$ cat src/rtl/sip_pkg.sv
`default_nettype none

package sip_pkg;

    localparam int VALUE_WIDTH_DEF = 64;
    localparam int BASE_W = 6;
    localparam int OUT_W = 64;

    // Result status codes.
    localparam logic [1:0] ST_OK     = 2'd0;
    localparam logic [1:0] ST_SYNTAX = 2'd1;
    localparam logic [1:0] ST_RANGE  = 2'd2;
    localparam logic [1:0] ST_BASE   = 2'd3;

    // Configuration register indexes.
    localparam logic [1:0] CFG_BASE   = 2'd0;
    localparam logic [1:0] CFG_SIGNED = 2'd1;
    localparam logic [1:0] CFG_NARROW = 2'd2;

    // Characters with a special meaning.
    localparam logic [7:0] CH_PLUS  = 8'h2B;
    localparam logic [7:0] CH_MINUS = 8'h2D;
    localparam logic [7:0] CH_ZERO  = 8'h30;
    localparam logic [7:0] CH_UNDER = 8'h5F;
    localparam logic [7:0] CH_X_UP  = 8'h58;
    localparam logic [7:0] CH_X_LO  = 8'h78;
    localparam logic [7:0] CH_B_UP  = 8'h42;
    localparam logic [7:0] CH_B_LO  = 8'h62;
    localparam logic [7:0] CH_O_UP  = 8'h4F;
    localparam logic [7:0] CH_O_LO  = 8'h6F;

    localparam logic [BASE_W-1:0] NOT_DIGIT = 6'd63;

    // Digit value of a character up to base 36; NOT_DIGIT for anything else.
    function automatic logic [BASE_W-1:0] digit_of(input logic [7:0] c);
        logic [BASE_W-1:0] d;
        begin
            d = NOT_DIGIT;
            if (c >= 8'h30 && c <= 8'h39)
            begin
                d = BASE_W'(c - 8'h30);
            end
            else if (c >= 8'h61 && c <= 8'h7A)
            begin
                d = BASE_W'(c - 8'h57);
            end
            else if (c >= 8'h41 && c <= 8'h5A)
            begin
                d = BASE_W'(c - 8'h37);
            end
            return d;
        end
    endfunction

endpackage

`default_nettype wire

$ cat src/rtl/string_to_integer_parser.sv
// Flow: an accepted word sits in the input register and is parsed there; the result
// of a string is registered in the result register once its last word leaves the input
// register, which holds that word while the finished result is stalled.
// Throughput: one word per cycle unless the input stalls, set by the multiply-add step.
// Reset: asynchronous, active low; clears the string state and loads base 10,
// signed mode on and narrow mode off.
`default_nettype none

module string_to_integer_parser #(
    parameter int VALUE_WIDTH = sip_pkg::VALUE_WIDTH_DEF
) (
    input  wire logic                        clk,
    input  wire logic                        rst_n,
    input  wire logic                        cfg_we,
    input  wire logic [1:0]                  cfg_index,
    input  wire logic [sip_pkg::BASE_W-1:0]  cfg_data,
    input  wire logic                        in_valid,
    output logic                             in_stall,
    input  wire logic [7:0]                  char_code,
    input  wire logic                        char_present,
    input  wire logic                        end_of_string,
    output logic                             out_valid,
    input  wire logic                        out_stall,
    output logic [sip_pkg::OUT_W-1:0]        value,
    output logic [1:0]                       status
);
    import sip_pkg::*;

    localparam int W = VALUE_WIDTH;
    localparam int PW = VALUE_WIDTH + 7;
    localparam int NW = (VALUE_WIDTH < 32) ? VALUE_WIDTH : 32;
    localparam logic [OUT_W-1:0] WMAX = {OUT_W{1'b1}} >> (OUT_W - VALUE_WIDTH);
    localparam logic [OUT_W-1:0] LIM_WIDE = WMAX >> 1;
    localparam logic [OUT_W-1:0] LIM_NARROW = {OUT_W{1'b1}} >> (OUT_W + 1 - NW);

    // Last character class seen by the underscore spacing check.
    localparam logic [1:0] CLS_START = 2'd0;
    localparam logic [1:0] CLS_DIGIT = 2'd1;
    localparam logic [1:0] CLS_UNDER = 2'd2;
    localparam logic [1:0] CLS_OTHER = 2'd3;

    typedef enum logic [1:0] {PH_START, PH_SIGNED, PH_ZERO, PH_BODY} phase_t;

    // Configuration.
    logic [BASE_W-1:0] base_sel_reg;
    logic              signed_reg;
    logic              narrow_reg;

    // Input register.
    logic              in_v_reg;
    logic [7:0]        char_reg;
    logic              present_reg;
    logic              eos_reg;

    // String state.
    logic [W-1:0]      acc_reg, acc_next;
    logic [BASE_W-1:0] ebase_reg, ebase_next;
    phase_t            phase_reg, phase_next;
    logic              neg_reg, neg_next;
    logic              dseen_reg, dseen_next;
    logic              useen_reg, useen_next;
    logic [1:0]        err_reg, err_next;
    logic [1:0]        sp_last_reg, sp_last_next;
    logic              sp_hex_reg, sp_hex_next;
    logic              sp_bad_reg, sp_bad_next;

    // Result register.
    logic              out_v_reg, out_v_next;
    logic [OUT_W-1:0]  value_reg, value_next;
    logic [1:0]        status_reg, status_next;

    logic              advance;
    logic              do_body;
    logic              do_space;
    logic              hexletter;
    logic [BASE_W-1:0] dig;
    logic [PW-1:0]     mac;
    logic [1:0]        fin_err;
    logic [OUT_W-1:0]  acc_ext;
    logic [OUT_W-1:0]  lim;
    logic [OUT_W-1:0]  lim_p1;
    logic              bad_base;

    // The input word holds only when it ends a string and the finished result is stalled.
    assign advance  = in_v_reg && !(eos_reg && out_v_reg && out_stall);
    assign in_stall = in_v_reg && !advance;

    assign bad_base  = (base_sel_reg == BASE_W'(1)) || (base_sel_reg > BASE_W'(36));
    assign hexletter = (char_reg >= 8'h61 && char_reg <= 8'h66) ||
                       (char_reg >= 8'h41 && char_reg <= 8'h46);
    assign dig       = digit_of(char_reg);

    always_comb
    begin
        acc_next     = acc_reg;
        ebase_next   = ebase_reg;
        phase_next   = phase_reg;
        neg_next     = neg_reg;
        dseen_next   = dseen_reg;
        useen_next   = useen_reg;
        err_next     = err_reg;
        sp_last_next = sp_last_reg;
        sp_hex_next  = sp_hex_reg;
        sp_bad_next  = sp_bad_reg;
        do_body      = 1'b0;
        do_space     = 1'b0;
        mac          = '0;

        if (advance && present_reg && err_reg == ST_OK)
        begin
            case (phase_reg)
                PH_START, PH_SIGNED:
                begin
                    if (phase_reg == PH_START && signed_reg &&
                        (char_reg == CH_PLUS || char_reg == CH_MINUS))
                    begin
                        neg_next   = (char_reg == CH_MINUS);
                        phase_next = PH_SIGNED;
                    end
                    else
                    begin
                        phase_next = PH_BODY;
                        if (bad_base)
                        begin
                            err_next = ST_BASE;
                        end
                        else if (base_sel_reg == '0)
                        begin
                            if (char_reg == CH_ZERO)
                            begin
                                phase_next = PH_ZERO;
                                do_space   = 1'b1;
                            end
                            else
                            begin
                                ebase_next = BASE_W'(10);
                                do_body    = 1'b1;
                            end
                        end
                        else
                        begin
                            ebase_next = base_sel_reg;
                            do_body    = 1'b1;
                        end
                    end
                end
                PH_ZERO:
                begin
                    phase_next = PH_BODY;
                    if (char_reg == CH_X_LO || char_reg == CH_X_UP)
                    begin
                        ebase_next  = BASE_W'(16);
                        sp_hex_next = 1'b1;
                    end
                    else if (char_reg == CH_B_LO || char_reg == CH_B_UP)
                    begin
                        ebase_next = BASE_W'(2);
                    end
                    else if (char_reg == CH_O_LO || char_reg == CH_O_UP)
                    begin
                        ebase_next = BASE_W'(8);
                    end
                    else
                    begin
                        ebase_next = BASE_W'(8);
                        dseen_next = 1'b1;
                        do_body    = 1'b1;
                    end
                end
                default:
                begin
                    do_body = 1'b1;
                end
            endcase

            if (do_body)
            begin
                do_space = 1'b1;
                if (char_reg == CH_UNDER && base_sel_reg == '0)
                begin
                    useen_next = 1'b1;
                end
                else if (ebase_next < BASE_W'(2) || dig >= ebase_next)
                begin
                    err_next = ST_SYNTAX;
                end
                else
                begin
                    // Overflow shows as any set bit above the value width.
                    mac = PW'(acc_reg) * PW'(ebase_next) + PW'(dig);
                    if (|mac[PW-1:W])
                    begin
                        err_next = ST_RANGE;
                    end
                    else
                    begin
                        acc_next   = mac[W-1:0];
                        dseen_next = 1'b1;
                    end
                end
            end

            // Underscore spacing: an underscore must follow a digit and be followed by one.
            if (do_space)
            begin
                if ((char_reg >= 8'h30 && char_reg <= 8'h39) || (sp_hex_next && hexletter))
                begin
                    sp_last_next = CLS_DIGIT;
                end
                else if (char_reg == CH_UNDER)
                begin
                    if (sp_last_reg != CLS_DIGIT)
                    begin
                        sp_bad_next = 1'b1;
                    end
                    sp_last_next = CLS_UNDER;
                end
                else
                begin
                    if (sp_last_reg == CLS_UNDER)
                    begin
                        sp_bad_next = 1'b1;
                    end
                    sp_last_next = CLS_OTHER;
                end
            end
        end

        // End of string: settle the status and the value.
        fin_err = err_next;
        if (phase_next == PH_START || phase_next == PH_SIGNED)
        begin
            fin_err = ST_SYNTAX;
        end
        else if (err_next == ST_OK && !dseen_next && phase_next != PH_ZERO)
        begin
            fin_err = ST_SYNTAX;
        end
        else if (err_next == ST_OK && useen_next &&
                 (sp_bad_next || sp_last_next == CLS_UNDER))
        begin
            fin_err = ST_SYNTAX;
        end

        acc_ext     = OUT_W'(acc_next);
        lim         = narrow_reg ? LIM_NARROW : LIM_WIDE;
        lim_p1      = lim + OUT_W'(1);
        value_next  = '0;
        status_next = fin_err;
        if (!signed_reg)
        begin
            if (fin_err == ST_OK)
            begin
                value_next = acc_ext;
            end
            else if (fin_err == ST_RANGE)
            begin
                value_next = WMAX;
            end
        end
        else
        begin
            if (fin_err == ST_OK)
            begin
                if (neg_next ? (acc_ext > lim_p1) : (acc_ext > lim))
                begin
                    status_next = ST_RANGE;
                end
                else
                begin
                    value_next = neg_next ? (OUT_W'(0) - acc_ext) : acc_ext;
                end
            end
            if (status_next == ST_RANGE)
            begin
                value_next = neg_next ? (OUT_W'(0) - lim_p1) : lim;
            end
        end

        if (advance && eos_reg)
        begin
            out_v_next   = 1'b1;
            acc_next     = '0;
            ebase_next   = '0;
            phase_next   = PH_START;
            neg_next     = 1'b0;
            dseen_next   = 1'b0;
            useen_next   = 1'b0;
            err_next     = ST_OK;
            sp_last_next = CLS_START;
            sp_hex_next  = 1'b0;
            sp_bad_next  = 1'b0;
        end
        else
        begin
            out_v_next  = out_v_reg && out_stall;
            value_next  = value_reg;
            status_next = status_reg;
        end
    end

    always_ff @(posedge clk or negedge rst_n)
    begin
        if (!rst_n)
        begin
            base_sel_reg <= BASE_W'(10);
            signed_reg   <= 1'b1;
            narrow_reg   <= 1'b0;
            in_v_reg     <= 1'b0;
            char_reg     <= '0;
            present_reg  <= 1'b0;
            eos_reg      <= 1'b0;
            acc_reg      <= '0;
            ebase_reg    <= '0;
            phase_reg    <= PH_START;
            neg_reg      <= 1'b0;
            dseen_reg    <= 1'b0;
            useen_reg    <= 1'b0;
            err_reg      <= ST_OK;
            sp_last_reg  <= CLS_START;
            sp_hex_reg   <= 1'b0;
            sp_bad_reg   <= 1'b0;
            out_v_reg    <= 1'b0;
            value_reg    <= '0;
            status_reg   <= ST_OK;
        end
        else
        begin
            if (cfg_we)
            begin
                case (cfg_index)
                    CFG_BASE:   base_sel_reg <= cfg_data;
                    CFG_SIGNED: signed_reg   <= cfg_data[0];
                    CFG_NARROW: narrow_reg   <= cfg_data[0];
                    default:    ;
                endcase
            end
            if (!in_stall)
            begin
                in_v_reg    <= in_valid;
                char_reg    <= char_code;
                present_reg <= char_present;
                eos_reg     <= end_of_string;
            end
            acc_reg     <= acc_next;
            ebase_reg   <= ebase_next;
            phase_reg   <= phase_next;
            neg_reg     <= neg_next;
            dseen_reg   <= dseen_next;
            useen_reg   <= useen_next;
            err_reg     <= err_next;
            sp_last_reg <= sp_last_next;
            sp_hex_reg  <= sp_hex_next;
            sp_bad_reg  <= sp_bad_next;
            out_v_reg   <= out_v_next;
            value_reg   <= value_next;
            status_reg  <= status_next;
        end
    end

    assign out_valid = out_v_reg;
    assign value     = value_reg;
    assign status    = status_reg;

endmodule

`default_nettype wire

$ cat config.mk
export PLATFORM = sky130hd
export DESIGN_NAME = string_to_integer_parser
export DESIGN_NICKNAME = d
export VERILOG_FILES = /design/src/rtl/sip_pkg.sv /design/src/rtl/string_to_integer_parser.sv
export SDC_FILE = /design/constraint.sdc
export NUM_CORES = 2
export LEC_CHECK = 0
export ABC_AREA = 1
export BUFFER_PORTS_ARGS = -buffer_cell sky130_fd_sc_hd__buf_2
export CORE_ASPECT_RATIO = 1.5
export CORE_UTILIZATION = 49
export CTS_CLUSTER_DIAMETER = 50
export DETAILED_ROUTE_END_ITERATION = 8
export GPL_ROUTABILITY_DRIVEN = 0
export GPL_TIMING_DRIVEN = 0
export PLACE_DENSITY_LB_ADDON = 0.08
export SYNTH_ARGS = -nofsm -noshare
export SYNTH_HDL_FRONTEND = slang
export SYNTH_SLANG_ARGS = --single-unit
$ cat constraint.sdc
create_clock -name clk -period 11.5 [get_ports clk]
set_input_delay 2.3 -clock clk [delete_from_list [all_inputs] [get_ports clk]]
set_output_delay 2.3 -clock clk [all_outputs]
set_load 0.1 [all_outputs]
==> impl_metrics.tcl <==
set metrics [dict create \
    critPathRequiredTime_ns 11.86 \
    drt_wl_total_um 97690 \
    die_h_um 284.5 \
    cts_buffers 17 \
    ys_async_sr_fraction_pct 100.0 \
    setup_viol 0 \
    coreArea_um2 52580 \
    hold_path_class "reg2reg" \
    dpl.hpwl_um 81400 \
    rsz0062_at_grt "false" \
    placed_cells 4722 \
    htree_levels 4 \
    ant_nets 0 \
    p_per_area_nw_per_um2 172.1 \
    syn-mean-instance-area_um2 6.602 \
    power_leakage_nw 16.09 \
    cpPeakStageDelay_ns 0.57 \
    antenna_found_initial 1 \
    yosys.area.top_type "fa_1" \
    ctsHoldBuffers 0 \
    worst_ep_arrival_time_ns 11.42 \
    final_cell_area_um2 28150 \
    drive_above_1_share_pct 6.501 \
    nNetsFinal 4539 \
    crit_top_cell "nand2_1" \
    synthTopCellsByArea "fa_1, nand2_1, dfrtp_1, nor2_1, ha_1" \
    cts_tree "done" \
    slew_viol_final 0 \
    dpl_cell_area_um2 27420 \
    setup_tns_ns 0 \
    die_area_um2 54150 \
    cts.path.max_buffers 2 \
    synth_top_area_share_pct 19.35 \
    layout_setup_ws_ns 0.4403 \
    slew_headroom_pct 24.50 \
    wl_per_cell_um 20.53 \
    skew_ns 0.01451 \
    area_delta_synth_final_pct 7.981 \
    clk_pin_slew_ns 0.07 \
    clk_latency_ns 0.48 \
    rows 103 \
    syn_nets 4425 \
    vias_per_cell 5.550 \
    endpoint_kind "register" \
    die_w_um 190.3 \
    ir_worst_vdd_mv 0.2996 \
    fin_crit_sh_pct 96.17 \
    first_pass_iters 8 \
    fmax_ghz 0.09042 \
    dr.first_iter.drc_count 1904 \
    drcViolationCount 0 \
    grt_usage_pct 36.63 \
    maxCapViolCount 0 \
    synth-seq-cells 167 \
    pin_count 91 \
    clkSinkCount 167 \
    grt_overflow_total 0 \
    grt_pass1_vias 26560 \
    numPortBuffers 90 \
    worst_setup_path_start_kind "register" \
    initial_utilization_pct 49.59 \
    crit_fanout 10 \
    final_cell_mix "nand2_1, nor2_1, inv_1, fa_1, nand3_1" \
    pre_cts_ws_ns -0.5879 \
    status "finished, final reports clean" \
    cpMaxStageDelayCell "fa_1" \
    ys.flop_type "dfrtp_1" \
    ys_types 56 \
    grt_max_degree 94 \
    layout_commonest_cell "nand2_1" \
    grt_pass1_wl_um 149900 \
    yosysSeqAreaShare_pct 16.04 \
    synth_warnings 0 \
    worst_pin_slew_ns 1.133 \
    root_buffer "clkbuf_16" \
    syn-cell-area_um2 26070 \
    synth_edf_count 0 \
    instances_no_fill 4759 \
    hold_viol_final 0 \
    syn_inst 3949 \
    vias 26410 \
    fill_cells 5446 \
    path_class "reg2reg" \
    period_needed_ns 11.06 \
    rrSetupSlack_ns 0.44 \
]
==> cells by family after synthesis <==
| group | share of synthesized area (%) |
|---|---|
| multiplexers | 0.08637 |
| buffers and inverters | 9.032 |
| flip-flops | 16.04 |
| AND/OR/NAND/NOR | 34.86 |
| adder cells (fa/ha/maj) | 29.00 |
| AO/OA/AOI/OAI | 7.856 |
| XOR/XNOR | 3.124 |
==> synth_stat cells (all sizes together) (3+ instances only) <==
library cell	instances
nand2	1211
nor2	778
inv	463
fa	252
nand3	213
a21oi	207
ha	201
dfrtp	164
o21ai	78
xor2	70
clkbuf	65
buf	61
o21bai	37
nor3	25
xnor2	23
nand4	19
a31oi	10
o211ai	10
and2	6
and3	6
a21o	5
nor4	5
o22ai	5
or2	5
clkinv	4
o21a	4
dfstp	3
==> final cells by class <==
cell class	count	area [µm²]	share of cell area, %
multi-input combinational	3189	19580	69.56
sequential	167	4184	14.86
clock inverter	13	158.9	0.5644
antenna	1	2.502	0.008888
tap	682	853.3	3.031
inverter	467	1755	6.235
buffer	125	648.1	2.302
clock buffer	19	442.9	1.573
timing repair buffer	96	525.5	1.867
==> through the flow <==
| step | util [%] | hold WS [ns] | power, mW |
|---|---|---|---|
| final | 53.54 | 0.4728 | 4.846 |
| after global routing | 53.54 | 0.4927 | 5.093 |
| after CTS | 53.40 | 0.4796 | 4.772 |
| after detailed placement | 52.14 | 0.4595 | 4.149 |
| after global placement | 52.07 | 0.4587 | 4.133 |
| after floorplan | - | 0.4425 | 3.075 |
==> repair_timing <==
action / in CTS / in global routing
gates cloned: 0 / 0
gates resized for setup: 17 / 44
endpoints found under the setup margin: 65 / 65
pin swaps: 0 / 1
setup buffers: 4 / 1
==> worst max-delay path: cells and delay by family, from the launching register on <==
| family | cells | cell delay [ns] |
|---|---|---|
| simple gates | 29 | 4.65 |
| flops | 1 | 0.42 |
| compound gates | 5 | 1.33 |
| fa+ha+maj | 7 | 2.67 |
| buf+inv | 9 | 1.82 |
==> path summary, 6_finish.rpt <==
check / cells after the start / end / from
worst max-delay path: 50 / value[34] / char_reg[1]
worst min-delay path: 2 / value[14] / value[14]
worst max register to register: 50 / value[34] / char_reg[1]
worst min register to register: 2 / value[14] / value[14]
max in group asynchronous: 2 / base_sel_reg[1] / rst_n
min in group asynchronous: 1 / value[51] / rst_n
==> power by group <==
group          switching, mW  internal, mW  leakage (nW)
clock network          0.267         0.332         0.295
logic                   2.67         0.794          13.6
registers             0.0828         0.704          2.21
==> layer usage <==
metal / GRT usage [%] / routed length [µm] / vias to the layer above
met5: 0 / 0 / -
met4: 27.96 / 8589 / 0
met3: 4.976 / 5676 / 356
met2: 61.44 / 46740 / 1087
met1: 41.93 / 36680 / 12470
li1: - / - / 12500
Power figures use the tool's default switching activity.
